[src/hdl/lbp_3x3_stream_defines.svh]
// Assertion helpers for the LBP stream block.
// The clock and reset are fixed to the block's port names.
`ifndef LBP_3X3_STREAM_DEFINES_SVH
`define LBP_3X3_STREAM_DEFINES_SVH

// Same-cycle implication.
`define LBP_CHECK_NOW(lbl, ante, cons, msg) \
   lbl: assert property (@(posedge clock) disable iff (reset) (ante) |-> (cons)) \
      else $error(msg);

// Next-cycle implication.
`define LBP_CHECK_NEXT(lbl, ante, cons, msg) \
   lbl: assert property (@(posedge clock) disable iff (reset) (ante) |=> (cons)) \
      else $error(msg);

`endif

[src/hdl/lbp_pkg.sv]
`default_nettype none

package lbp_pkg;

   localparam int MAX_WIDTH = 1024;
   localparam int LB_ADDR_W = $clog2(MAX_WIDTH);

   localparam int PIX_W  = 8;
   localparam int COL_W  = 10;
   localparam int ROW_W  = 16;
   localparam int WCFG_W = 11;
   localparam int HCFG_W = 16;
   localparam int CSR_W  = 16;

   // Line store entry: upper byte two rows up, lower byte one row up.
   localparam int LB_DATA_W = 2 * PIX_W;

   localparam logic CSR_IMAGE_WIDTH  = 1'b0;
   localparam logic CSR_IMAGE_HEIGHT = 1'b1;

   localparam logic [WCFG_W-1:0] WIDTH_RESET  = WCFG_W'(640);
   localparam logic [HCFG_W-1:0] HEIGHT_RESET = HCFG_W'(480);

   typedef struct packed {
      logic                 emit;
      logic                 last;
      logic [ROW_W-1:0]     out_row;
      logic [COL_W-1:0]     out_col;
      logic [LB_ADDR_W-1:0] addr;
   } pos_info_type;

endpackage

`default_nettype wire

[src/hdl/lbp_win.sv]
`default_nettype none

module lbp_win (
   input  wire logic                      clock,
   input  wire logic                      reset,
   input  wire logic                      shift,
   input  wire logic [lbp_pkg::PIX_W-1:0] top,
   input  wire logic [lbp_pkg::PIX_W-1:0] mid,
   input  wire logic [lbp_pkg::PIX_W-1:0] bot,
   output      logic [lbp_pkg::PIX_W-1:0] code
);

   import lbp_pkg::*;

   // 0..2: column two to the left (top, mid, bot); 3..5: column one to the left
   logic [PIX_W-1:0] win_ff [6];
   logic [PIX_W-1:0] centre;

   assign centre = win_ff[4];

   always_comb begin
      code[7] = win_ff[0] > centre;
      code[6] = win_ff[3] > centre;
      code[5] = top       > centre;
      code[4] = mid       > centre;
      code[3] = bot       > centre;
      code[2] = win_ff[5] > centre;
      code[1] = win_ff[2] > centre;
      code[0] = win_ff[1] > centre;
   end

   always_ff @(posedge clock) begin
      if (reset) begin
         for (int i = 0; i < 6; i++) begin
            win_ff[i] <= '0;
         end
      end else if (shift) begin
         win_ff[0] <= win_ff[3];
         win_ff[1] <= win_ff[4];
         win_ff[2] <= win_ff[5];
         win_ff[3] <= top;
         win_ff[4] <= mid;
         win_ff[5] <= bot;
      end
   end

endmodule

`default_nettype wire

[config.mk]
export PLATFORM = sky130hd
export DESIGN_NAME = lbp_win
export DESIGN_NICKNAME = d
export VERILOG_FILES = /design/src/hdl/lbp_3x3_stream_defines.svh /design/src/hdl/lbp_pkg.sv /design/src/hdl/lbp_win.sv
export SDC_FILE = /design/constraint.sdc
export NUM_CORES = 1
export LEC_CHECK = 0
export ABC_AREA = 1
export BUFFER_PORTS_ARGS = -buffer_cell sky130_fd_sc_hd__buf_2
export CAP_MARGIN = 0
export CORE_MARGIN = 2
export CORE_UTILIZATION = 60
export CTS_CLUSTER_SIZE = 40
export DETAILED_ROUTE_END_ITERATION = 12
export PLACE_DENSITY_LB_ADDON = 0.3
export SYNTH_ARGS = -nofsm -noshare
export SYNTH_HDL_FRONTEND = slang
export SYNTH_SLANG_ARGS = --single-unit
[constraint.sdc]
create_clock -name clock -period 3.7 [get_ports clock]
set_input_delay 0.37 -clock clock [delete_from_list [all_inputs] [get_ports clock]]
set_output_delay 0.37 -clock clock [all_outputs]
set_load 0.02 [all_outputs]
# Yosys cells after proc, flatten, opt, wreduce, memory -nomap -nowiden

Memories as Yosys holds them, arrays and structs flattened.
Index checks and enable logic that the tools add are counted.

Flip-flop bits (word level): 0
Memory bits (writable): 48
Input port bits: 27
Output and inout bits: 8
Word-level logic and storage cells: 26
Memories: 1

Order comparisons: 8
Muxes and demuxes: 11
Bitwise logic cells: 6

Memories:

| memory | depth | width | rd ports | clocked after memory_dff | wr ports | RTL line      | source |
|---|---|---|---|---|---|---|---|
| win_ff | 6     | 8     | 6        | 0                        | 6        | lbp_win.sv:16 | `logic [PIX_W-1:0] win_ff [6];` |

Operators by type and width:

| cell                          | count |
|---|---|
| greater-than comparator 8 bit | 8 |
| 2-to-1 mux 8 bit              | 6 |
| bitwise OR 1 bit              | 6 |
| 2-to-1 mux 1 bit              | 5 |

# Longest topological paths before layout

Depth in word-level cells: 4
Gate-level depth with buffers: 9
Mapped depth without buffers: 9

# Worst setup path after synthesis

OpenSTA, ideal clock, no wires.

Path kind: flip-flop to output port
Start point: mem win_ff[4][7]
End point: out code[3] in the netlist's numbering
Arrival time: 1.375 ns
Required time: 3.330 ns
Path slack: 1.955 ns
Stages on the path, launching flop included: 8
Buffers on the path: 0
Cells stage by stage: edfxtp_1 inv_1 ha_1 nand2_1 nor2_1 nand3_1 nor2_1 a21oi_1

RTL lines:

| what        | RTL line      | source |
|---|---|---|
| from (decl) | lbp_win.sv:16 |  |
| to (decl)   | lbp_win.sv:10 | `output logic [lbp_pkg::PIX_W-1:0] code` |

==> results.tsv <==
metric	value	unit
core	0.005473	mm2
cts_setup_buffers	0	
cp_cell_sequence	inv_1 > ha_1 > a21oi_1 > nor2_1 > nor2_1 > a21oi_1 > buf_2	
ys_ff_latch	48	
worst_pin_slew	1.092	ns
synth_warnings	0	
r2r_cells	2	
route.detailed.drc	0	
routed-via-count	2465	
cellPowerDensity	387.1	mW/mm2
wl_per_cell	12.48	um
leakagePower	1.955	nW
required	3.33	ns
cts_num_sinks	48	
yosysTopAreaCellShare	0.4273	
avgSynthCellArea	8.900	um2
regMostFlops	win_ff	
synth.distinct_cells	14	
muxShareOfSynthArea	0	
rsz0062_at_grt	no	
path_clk_slew	0.09	ns
startpoint	win_ff[4][5]	
synth_top_family_by_area	adder cells	
dr.pass1.iters	4	
finalCritPeriodShare	0.6260	
grt_usage	0.2200	
fp.dieArea	0.006238	mm2
r2r_end	win_ff[1][1]	
chipWidth	78.98	um
finalSetupViolCount	0	
synthAdderAreaFrac	0.2374	
clk_latency	0.30	ns
root_buffer	clkbuf_8	
rr_startpoint	win_ff[4][1]	
ant_nets	0	
ir_drop	0.3008	mV
layout_commonest_cell	inv_1	
fin_skew	0.008804	ns
holdBufCountCts	0	
slew_violations	0	
max-cap-violations	0	
syn-num-nets	470	
final_nets	506	
reg.largest.list	win_ff x48	
cp_slowest_cell	edfxtp_1	
num_rows	27	
p_total	1.438	mW
initial_core_util	0.6164	
largest_reg_flops	48	
status	finished clean	
hp-class	input pin to flop	
crit_path_end	code[6]	
synth-simple-area-share	0.1832	
worstSetupPathType	flop to output port	
tns	0	ns
dp_hpwl	4371	um
cts-buffers-inserted	5	
start_kind	flop	
die_h	78.98	um
grt.overflow.total	0	
cp-end-kind	output port	
drt_iter0_drc	191	
cp.arrival	1.95	ns
fmax	431.8	MHz
cts_buffer_depth	2	
drive_gt1_frac	0.1277	
place_congestion	0.8314	
min_period	2.316	ns
wl	6080	um
viasPerCell	5.062	
antenna_found_initial	0	
synth_xor_area_frac	0	
synth_top_area_cell	edfxtp_1	
synth-compound-area-share	0.05341	
area_growth	10.13	%
reg2reg_slack	2.61	ns
io_pins	35	
io_buffers	34	
syn_inst	379	
h-tree-depth	2	
path_max_fanout	9	
max-slew-margin-rel	0.2720	
diodes	0	
ys_seq_area_frac	0.4273	
postCtsResizedCells	0	
grt_max_degree	49	
hold_viol	0	
cts_tree	yes	
grt_pass1_wl	10580	um
grt_pass1_vias	2459	
cp_slowest_stage_delay	0.36	ns
syn_area	0.003373	mm2
final_cell_mix	76 x inv_1, 70 x nor2_1, 64 x nand2_1, 64 x ha_1, 48 x edfxtp_1	
synth.area.top_cells	edfxtp_1 43%, ha_1 24%, inv_1 8.5%	
[per-stage QoR]
stage / util / setup slack (ns) / area, um2 / hold WS, ns / cells
after global routing: 0.6788 / 1.256 / 3715 / 0.3847 / 487
after global placement: 0.6552 / 1.774 / 3586 / 0.5554 / 480
final: 0.6788 / 1.384 / 3715 / 0.3894 / 487
after detailed placement: 0.6552 / 1.723 / 3586 / 0.5542 / 480
after CTS: 0.6788 / 1.361 / 3715 / 0.3778 / 487
after floorplan: - / 1.955 / 3373 / 0.5343 / 379
[layer usage]
metal / global-route usage / wire [um] / part of all wire
met1: 0.2583 / 2692 / 0.44
met5: 0 / 0 / 0
met2: 0.4068 / 3113 / 0.51
met3: 0.03182 / 153 / 0.025
met4: 0.07931 / 122 / 0.020
[worst max-delay path, delay by kind of cell, from the launching register on]
| kind | cells | cell delay, ns |
|---|---|---|
| AOI/OAI and AO/OA | 2 | 0.25 |
| adders and majority gates | 1 | 0.33 |
| buffers and inverters | 2 | 0.52 |
| and+or+nand+nor | 2 | 0.18 |
| DFF | 1 | 0.36 |
[worst min path at each step]
stage / start / to / slack, ns / cells past startpoint
final: bot[3] / win_ff[5][3] / 0.39 / 3
after detailed placement: win_ff[5][0] / win_ff[2][0] / 0.55 / 2
after CTS: bot[2] / win_ff[5][2] / 0.38 / 3
after global routing: bot[3] / win_ff[5][3] / 0.38 / 3
after floorplan: win_ff[5][0] / win_ff[2][0] / 0.53 / 2
after global placement: win_ff[3][0] / win_ff[0][0] / 0.56 / 2
[synth_stat cells (all sizes together)]
cell,n
nand3,8
inv,76
a21o,8
edfxtp,48
buf,5
ha,64
nand2,65
a21oi,24
nor2,80
or2,1
[layout make-up]
type	count	area (um2)
clock inverters	2	60.06
flip-flops and latches	48	1441
inverters	76	285.3
clock buffers	5	68.82
repair buffers	34	170.2
well taps	72	90.09
fillers	456	1758
multi-input cells	250	1599
[cell families (layout without fill, tap and decap cells)]
family          Yosys count  in the layout
buf+inv                  81            117
compound gates           32             32
flops                    48             48
fa+ha+maj                64             64
simple gates            154            154
[power by group]
group          total (mW)  internal [mW]  leakage (nW)  switching, mW
sequential          0.658          0.640         0.527         0.0174
clock               0.437          0.266        0.0642          0.171
combinational       0.344          0.130          1.36          0.214
total                1.44           1.04          1.95          0.402
No activity file was read; power rests on OpenSTA's default activity.
