--- src/hdl/lbp_3x3_stream_defines.svh ---
// Assertion helpers for the LBP stream block.
// The clock and reset are fixed to the block's port names.
`ifndef LBP_3X3_STREAM_DEFINES_SVH
`define LBP_3X3_STREAM_DEFINES_SVH

// Same-cycle implication.
`define LBP_CHECK_NOW(lbl, ante, cons, msg) \
   lbl: assert property (@(posedge clock) disable iff (reset) (ante) |-> (cons)) \
      else $error(msg);

// Next-cycle implication.
`define LBP_CHECK_NEXT(lbl, ante, cons, msg) \
   lbl: assert property (@(posedge clock) disable iff (reset) (ante) |=> (cons)) \
      else $error(msg);

`endif

--- src/hdl/lbp_pkg.sv ---
`default_nettype none

package lbp_pkg;

   localparam int MAX_WIDTH = 1024;
   localparam int LB_ADDR_W = $clog2(MAX_WIDTH);

   localparam int PIX_W  = 8;
   localparam int COL_W  = 10;
   localparam int ROW_W  = 16;
   localparam int WCFG_W = 11;
   localparam int HCFG_W = 16;
   localparam int CSR_W  = 16;

   // Line store entry: upper byte two rows up, lower byte one row up.
   localparam int LB_DATA_W = 2 * PIX_W;

   localparam logic CSR_IMAGE_WIDTH  = 1'b0;
   localparam logic CSR_IMAGE_HEIGHT = 1'b1;

   localparam logic [WCFG_W-1:0] WIDTH_RESET  = WCFG_W'(640);
   localparam logic [HCFG_W-1:0] HEIGHT_RESET = HCFG_W'(480);

   typedef struct packed {
      logic                 emit;
      logic                 last;
      logic [ROW_W-1:0]     out_row;
      logic [COL_W-1:0]     out_col;
      logic [LB_ADDR_W-1:0] addr;
   } pos_info_type;

endpackage

`default_nettype wire

--- src/hdl/lbp_pos.sv ---
`default_nettype none

module lbp_pos (
   input  wire logic                       clock,
   input  wire logic                       reset,
   input  wire logic                       csr_write_en,
   input  wire logic                       csr_index,
   input  wire logic [lbp_pkg::CSR_W-1:0]  csr_wdata,
   input  wire logic                       advance,
   output      lbp_pkg::pos_info_type      info
);

   import lbp_pkg::*;

   localparam logic [WCFG_W-1:0] MAX_W = WCFG_W'(MAX_WIDTH);
   localparam logic [WCFG_W-1:0] MIN_W = WCFG_W'(3);
   localparam logic [HCFG_W-1:0] MIN_H = HCFG_W'(3);

   logic [WCFG_W-1:0] width_ff;
   logic [HCFG_W-1:0] height_ff;
   logic [COL_W-1:0]  col_ff, col_in;
   logic [ROW_W-1:0]  row_ff, row_in;

   logic [WCFG_W-1:0] w_eff, w_m1;
   logic [HCFG_W-1:0] h_m1;
   logic              col_end, row_end;

   always_comb begin
      if (width_ff < MIN_W) begin
         w_eff = MIN_W;
      end else if (width_ff > MAX_W) begin
         w_eff = MAX_W;
      end else begin
         w_eff = width_ff;
      end
      w_m1 = w_eff - WCFG_W'(1);
      h_m1 = (height_ff < MIN_H) ? HCFG_W'(2) : height_ff - HCFG_W'(1);

      col_end = {1'b0, col_ff} >= w_m1;
      row_end = row_ff >= h_m1;

      info.emit    = (row_ff >= ROW_W'(2)) && (col_ff >= COL_W'(2));
      info.last    = row_end && col_end;
      info.out_row = row_ff - ROW_W'(2);
      info.out_col = col_ff - COL_W'(2);
      info.addr    = col_ff[LB_ADDR_W-1:0];

      if (col_end) begin
         col_in = '0;
         row_in = row_end ? '0 : row_ff + ROW_W'(1);
      end else begin
         col_in = col_ff + COL_W'(1);
         row_in = row_ff;
      end
   end

   always_ff @(posedge clock) begin
      if (reset) begin
         width_ff  <= WIDTH_RESET;
         height_ff <= HEIGHT_RESET;
         col_ff    <= '0;
         row_ff    <= '0;
      end else begin
         if (csr_write_en) begin
            case (csr_index)
               CSR_IMAGE_WIDTH:  width_ff  <= csr_wdata[WCFG_W-1:0];
               CSR_IMAGE_HEIGHT: height_ff <= csr_wdata[HCFG_W-1:0];
               default: ;
            endcase
         end
         if (advance) begin
            col_ff <= col_in;
            row_ff <= row_in;
         end
      end
   end

endmodule

`default_nettype wire

--- config.mk ---
export PLATFORM = sky130hd
export DESIGN_NAME = lbp_pos
export DESIGN_NICKNAME = d
export VERILOG_FILES = /design/src/hdl/lbp_3x3_stream_defines.svh /design/src/hdl/lbp_pkg.sv /design/src/hdl/lbp_pos.sv
export SDC_FILE = /design/constraint.sdc
export NUM_CORES = 1
export LEC_CHECK = 0
export ABC_AREA = 1
export BUFFER_PORTS_ARGS = -buffer_cell sky130_fd_sc_hd__buf_4
export CAP_MARGIN = 40
export CORE_UTILIZATION = 40
export CTS_BUF_LIST = sky130_fd_sc_hd__clkbuf_4 sky130_fd_sc_hd__clkbuf_8
export CTS_CLUSTER_DIAMETER = 150
export DETAILED_ROUTE_END_ITERATION = 8
export SYNTH_ARGS = -nofsm -noshare
export SYNTH_HDL_FRONTEND = slang
export SYNTH_SLANG_ARGS = --single-unit
--- constraint.sdc ---
create_clock -name clock -period 4.4 [get_ports clock]
set_input_delay 0.44 -clock clock [delete_from_list [all_inputs] [get_ports clock]]
set_output_delay 0.44 -clock clock [all_outputs]
set_load 0.02 [all_outputs]
# Yosys cells after proc, flatten, opt, wreduce, memory -nomap -nowiden
# Cells that the tools add are included.
dict set report op_classes {
  n_addsub 6
  n_lt_le_gt_ge 7
  n_mux 5
  bitwise_logic 1
  reduce_logical 5
}
# op count
set ops {}
lappend ops {{two-way mux 16 bit} 2}
lappend ops {{two-way mux 11 bit} 2}
lappend ops {{adder 16 x 1 -> 16 bit (second input constant)} 1}
lappend ops {{>= comparator 16 bit} 1}
lappend ops {{>= comparator 16 x 2 -> 1 bit (second input constant)} 1}
lappend ops {{< comparator 16 x 2 -> 1 bit (second input constant)} 1}
lappend ops {{subtractor 16 x 1 -> 16 bit (second input constant)} 1}
lappend ops {{subtractor 16 x 2 -> 16 bit (second input constant)} 1}
lappend ops {{>= comparator 10 x 11 -> 1 bit} 1}
lappend ops {{greater-than comparator 11 bit (second input constant)} 1}
lappend ops {{< comparator 11 x 2 -> 1 bit (second input constant)} 1}
lappend ops {{subtractor 11 x 1 -> 11 bit (second input constant)} 1}
lappend ops {{adder 10 x 1 -> 10 bit (second input constant)} 1}
lappend ops {{>= comparator 10 x 2 -> 1 bit (second input constant)} 1}
lappend ops {{two-way mux 10 bit} 1}
lappend ops {{subtractor 10 x 2 -> 10 bit (second input constant)} 1}
lappend ops {{AND reduction 2 bit} 3}
lappend ops {{logical AND 1 bit} 2}
lappend ops {{NOT 1 bit} 1}
dict set report word_totals {
  ff_bits 53
  inputBits 21
  output_inout_bits 38
  elab_cells 28
}

# Longest topological paths before layout
dict set report depth {
  ltp_word 6
  depth_mapped 27
  depth_no_buf 26
}

# Worst setup path after synthesis
# No wires, ideal clock.
dict set report synth_path {
  kind {reg-to-output}
  from {register width_ff[5]}
  to {output info[36] (netlist bit)}
  arrival_time_ns 2.719
  required_time_ns 3.960
  slack_ns 1.241
  stages_incl_launch_ff 25
  n_path_buf 0
  cell_sequence {dfxtp_1 -> nor2_1 -> nand2_1 -> nor2_2 -> nand2_2 -> nand2_4 -> a21oi_1 -> ha_1 -> nand3b_1 -> clkinv_2 -> nand3_1 -> xnor2_1 -> ha_1 -> nand2_1 -> nor2_1 -> nand2_1 -> nand2_1 -> nand2_1 -> nand3_1 -> nand2_1 -> nand2_1 -> nand2_2 -> clkinv_4 -> nand2_1 -> a31oi_1}
}
# item line_no
set synth_rtl {}
lappend synth_rtl {{from (decl)} lbp_pos.sv:19} ;# logic [WCFG_W-1:0] width_ff;
lappend synth_rtl {{from (signal assigned)} lbp_pos.sv:66} ;# CSR_IMAGE_WIDTH: width_ff <= csr_wdata[WCFG_W-1:0];
lappend synth_rtl {{to (decl)} lbp_pos.sv:10} ;# output lbp_pkg::pos_info_type info

==> reports/qor.log <==
qor: grt.grt_first_pass_wirelength 18,230 um
qor: worst_setup_path.worst-endpoint-required 3.96 ns
qor: layout.post_layout_nonfiller_instances 839
qor: grt.initial_antenna_violation_count 0
qor: worst_setup_path.crit_path_top_delay_cell sky130_fd_sc_hd__dfxtp_1
qor: power.static-leakage-power 0.002384 uW
qor: power.share_seq_of_total_power 48.3%
qor: power.vdd.ir_drop.worst 0.1284 mV
qor: worst_hold_path.hp-start reset
qor: layout.drive_above_1_share 14.22%
qor: timing.slew_violations 0
qor: placement.place.port_buffers 58
qor: yosys.synth_area_leaders sky130_fd_sc_hd__dfxtp_1 (24%), sky130_fd_sc_hd__nand2_1 (13%), sky130_fd_sc_hd__ha_1 (11%)
qor: timing.setup_tns 0 ns
qor: worst_setup_path.critical-path-max-stage-delay 0.55 ns
qor: yosys.yosys_warnings 0
qor: yosys.synth.top_cell.area_share 24.48%
qor: flow_run.drv.max_cap_violation_count 0
qor: worst_setup_path.worstSetupPathType register to primary output
qor: yosys.postSynthNetCount 718
qor: timing.final.period_utilization 90.40%
qor: worst_setup_path.critPathArrivalTime 3.54 ns
qor: clock_tree.cts_hold_buffers_added 0
qor: yosys.synthesized_instance_count 660
qor: clock_tree.clkSlewWorstSetupHoldPaths 0.10 ns
qor: worst_setup_path.crit_path_end_kind primary output
qor: grt.gr_usage_total 20.07%
qor: power.cell_internal_pwr 754.6 uW
qor: timing.slew-limit-headroom 44.08%
qor: placement.globalplace.congestion 0.8365
qor: worst_setup_path.worstReg2RegEnd row_ff[4]
qor: clock_tree.clk_root_buffer_cell sky130_fd_sc_hd__clkbuf_8
qor: detailed_routing.finalWirelength 10,890 um
qor: floorplan.initial_utilization 41.61%
qor: timing.maxClockFrequency 251.4 MHz
qor: yosys.synth-seq-cells 53
qor: power.power.density_cell_area 220.2 nW/um2
qor: worst_setup_path.worst_path_most_repeated_cell sky130_fd_sc_hd__nand2_1
qor: worst_hold_path.worst_hold_path.endpoint col_ff[1]
qor: timing.report.final.hold_viol_count 0
qor: yosys.synth_async_sr_flop_share 0%
qor: power.total_switching_power 321.2 uW
qor: yosys.yosys.area.top_type sky130_fd_sc_hd__dfxtp_1
qor: power.p_clk_share 30.8%
qor: layout.finish.net_count 761
qor: layout.syn2layout_area_growth 12.70%
qor: detailed_routing.drt_first_iter_violations 155
qor: timing.report.final.setup_viol 0
qor: power.power.share.switching 29.86%
qor: grt.grt_start_max_net_pins 45
qor: worst_setup_path.crit_path_start_kind register
qor: layout.n_antenna_cell 0
qor: worst_setup_path.critical_path.top_delay_family simple AND/OR/NAND/NOR gates
qor: clock_tree.cts_repair_resize_count 0
qor: floorplan.die_h 106.1 um
qor: yosys.post-synth-top-count-cell sky130_fd_sc_hd__nand2_1
qor: worst_setup_path.worstPathMaxFanout 8
qor: worst_setup_path.worstReg2RegStart width_ff[10]
qor: clock_tree.cts-buffers-inserted 5
qor: detailed_routing.dr.pass1.iters 4
qor: yosys.netlist_area 4334 um2
qor: timing.period_needed 3.978 ns
qor: detailed_routing.routed_via_count_divided_by_cell_count 5.001
qor: floorplan.coreArea 10,420 um2
qor: detailed_routing.wl_per_cell 12.98 um
qor: yosys.synth_top_cells_by_count sky130_fd_sc_hd__nand2_1 (146), sky130_fd_sc_hd__nor2_1 (114), sky130_fd_sc_hd__inv_1 (76)
qor: timing.rsz_0062_raised_after_global_routing no
qor: yosys.syn-mean-instance-area 6.567 um2
qor: worst_setup_path.cp_cell_sequence inv_1 > nand3_1 > inv_1 > a21oi_1 > ha_1 > nand3b_1 > clkinv_2 > nand3_1 > xnor2_1 > ha_1 > nand2_1 > nor2_1 > nand2_1 > nand2_1 > nand2_1 > nand3_1 > nand2_1 > nand2_1 > nand2_2 > clkinv_4 > nand2_1 > a31oi_1 > buf_4
qor: clock_tree.cts.path.max_buffers 2
qor: worst_setup_path.worst-r2r-cell-count 24
qor: clock_tree.postCtsSetupBuffers 0
qor: floorplan.chipWidth 106.1 um
qor: placement.dpl.cell_count 832
qor: timing.timing_worst_slew_pin_value 0.8376 ns
qor: floorplan.design.portCount 59
qor: placement.place_hpwl 8701 um
qor: clock_tree.htree_num_levels 2
qor: floorplan.dieArea 11,260 um2
qor: yosys.synth-edff-count 0
qor: detailed_routing.ant_nets 0
qor: power.combinationalPowerShare 20.9%
qor: outcome.result_of_the_run finished, final reports clean
qor: worst_hold_path.min_delay_path_depth 2
qor: yosys.seq_area_frac_synth 24.48%
qor: clock_tree.cts_tree yes
qor: floorplan.placement_rows 37
qor: worst_hold_path.holdCritPathClass primary input to register
qor: grt.first_global_vias 3,880
qor: grt.overflow_after_grt 0
qor: clock_tree.clkSinkCount 53
qor: timing.worst_clock_skew 0.007280 ns
qor: detailed_routing.routed_via_count 4,196
qor: detailed_routing.drc 0
qor: yosys.synth.distinct_cells 38
qor: clock_tree.clkLatencyLatePin 0.32 ns
qor: worst_setup_path.path_buf_inv 5
qor: yosys.synth-main-ff-cell sky130_fd_sc_hd__dfxtp_1
qor: worst_setup_path.ff2ff_setup_slack 0.68 ns
[how the worst max path moves through the flow]
stage,start,end,slack (ns),cells past startpoint
floorplan,width_ff[5],info[36],1.24,24
global placement,width_ff[10],row_ff[14],0.75,24
detailed placement,width_ff[10],row_ff[5],0.70,24
CTS,width_ff[10],info[36],0.44,23
global route,width_ff[10],info[36],0.06,23
finish,width_ff[10],info[36],0.42,23
[power groups by stage]
| stage | Sequential [uW] | Combinational, uW | Clock [uW] |
|---|---|---|---|
| after floorplan | 526 | 165 | 0 |
| after global placement | 531 | 219 | 0 |
| after detailed placement | 531 | 225 | 0 |
| after CTS | 520 | 227 | 340 |
| after global routing | 524 | 257 | 358 |
| final | 520 | 224 | 331 |
[metal layers]
layer	wire (um)	track usage, %	part of all wire, %
met5	0	0	0
met2	5178	36.13	48
met3	480	2.514	4.4
met4	130	4.365	1.2
met1	5101	25.43	47
[sequential cells by signal (all words and copies together), names as in the netlist]
signal / count
row_ff: 16
height_ff: 16
width_ff: 11
col_ff: 10
[stage by stage]
step | setup slack [ns] | hold WS, ns | power, uW | cell area [um2] | util, %
after floorplan | 1.241 | 0.4451 | 690.2 | 4334 | -
after global placement | 0.7487 | 0.4886 | 749.4 | 4781 | 45.90
after detailed placement | 0.6969 | 0.4956 | 756.8 | 4781 | 45.90
after CTS | 0.4388 | 0.3244 | 1087 | 4885 | 46.89
after global routing | 0.05511 | 0.3256 | 1139 | 4885 | 46.89
final | 0.4223 | 0.3305 | 1076 | 4885 | 46.89
[cells in the final DEF, fill, tap and decap left out, types with 3 or more instances in the layout]
master,count
sky130_fd_sc_hd__nand2_1,146
sky130_fd_sc_hd__nor2_1,114
sky130_fd_sc_hd__inv_1,76
sky130_fd_sc_hd__buf_4,58
sky130_fd_sc_hd__dfxtp_1,53
sky130_fd_sc_hd__nand3_1,45
sky130_fd_sc_hd__ha_1,37
sky130_fd_sc_hd__xor2_1,30
sky130_fd_sc_hd__a21oi_1,28
sky130_fd_sc_hd__o21ai_0,26
sky130_fd_sc_hd__nand4_1,17
sky130_fd_sc_hd__nor3_1,12
sky130_fd_sc_hd__nand3_2,10
sky130_fd_sc_hd__or2_2,7
sky130_fd_sc_hd__xnor2_1,6
sky130_fd_sc_hd__clkbuf_8,5
sky130_fd_sc_hd__nand2_4,3
sky130_fd_sc_hd__inv_2,3
sky130_fd_sc_hd__o211ai_1,3
[cell families after synthesis]
group | after synthesis | share of synthesized area, %
xor+xnor | 36 | 7.275
fa+ha+maj | 37 | 10.68
compound gates | 62 | 7.823
buf+inv | 103 | 10.83
flops | 53 | 24.48
simple gates | 369 | 38.91
[layout make-up]
type | count | area (um2)
repair buffers | 58 | 435.4
flip-flops and latches | 53 | 1061
clock buffers | 5 | 68.82
fillers | 1131 | 5532
well taps | 136 | 170.2
inverters | 81 | 310.3
clock inverters | 2 | 35.03
multi-input cells | 504 | 2804
(Power assumes the default switching activity.)
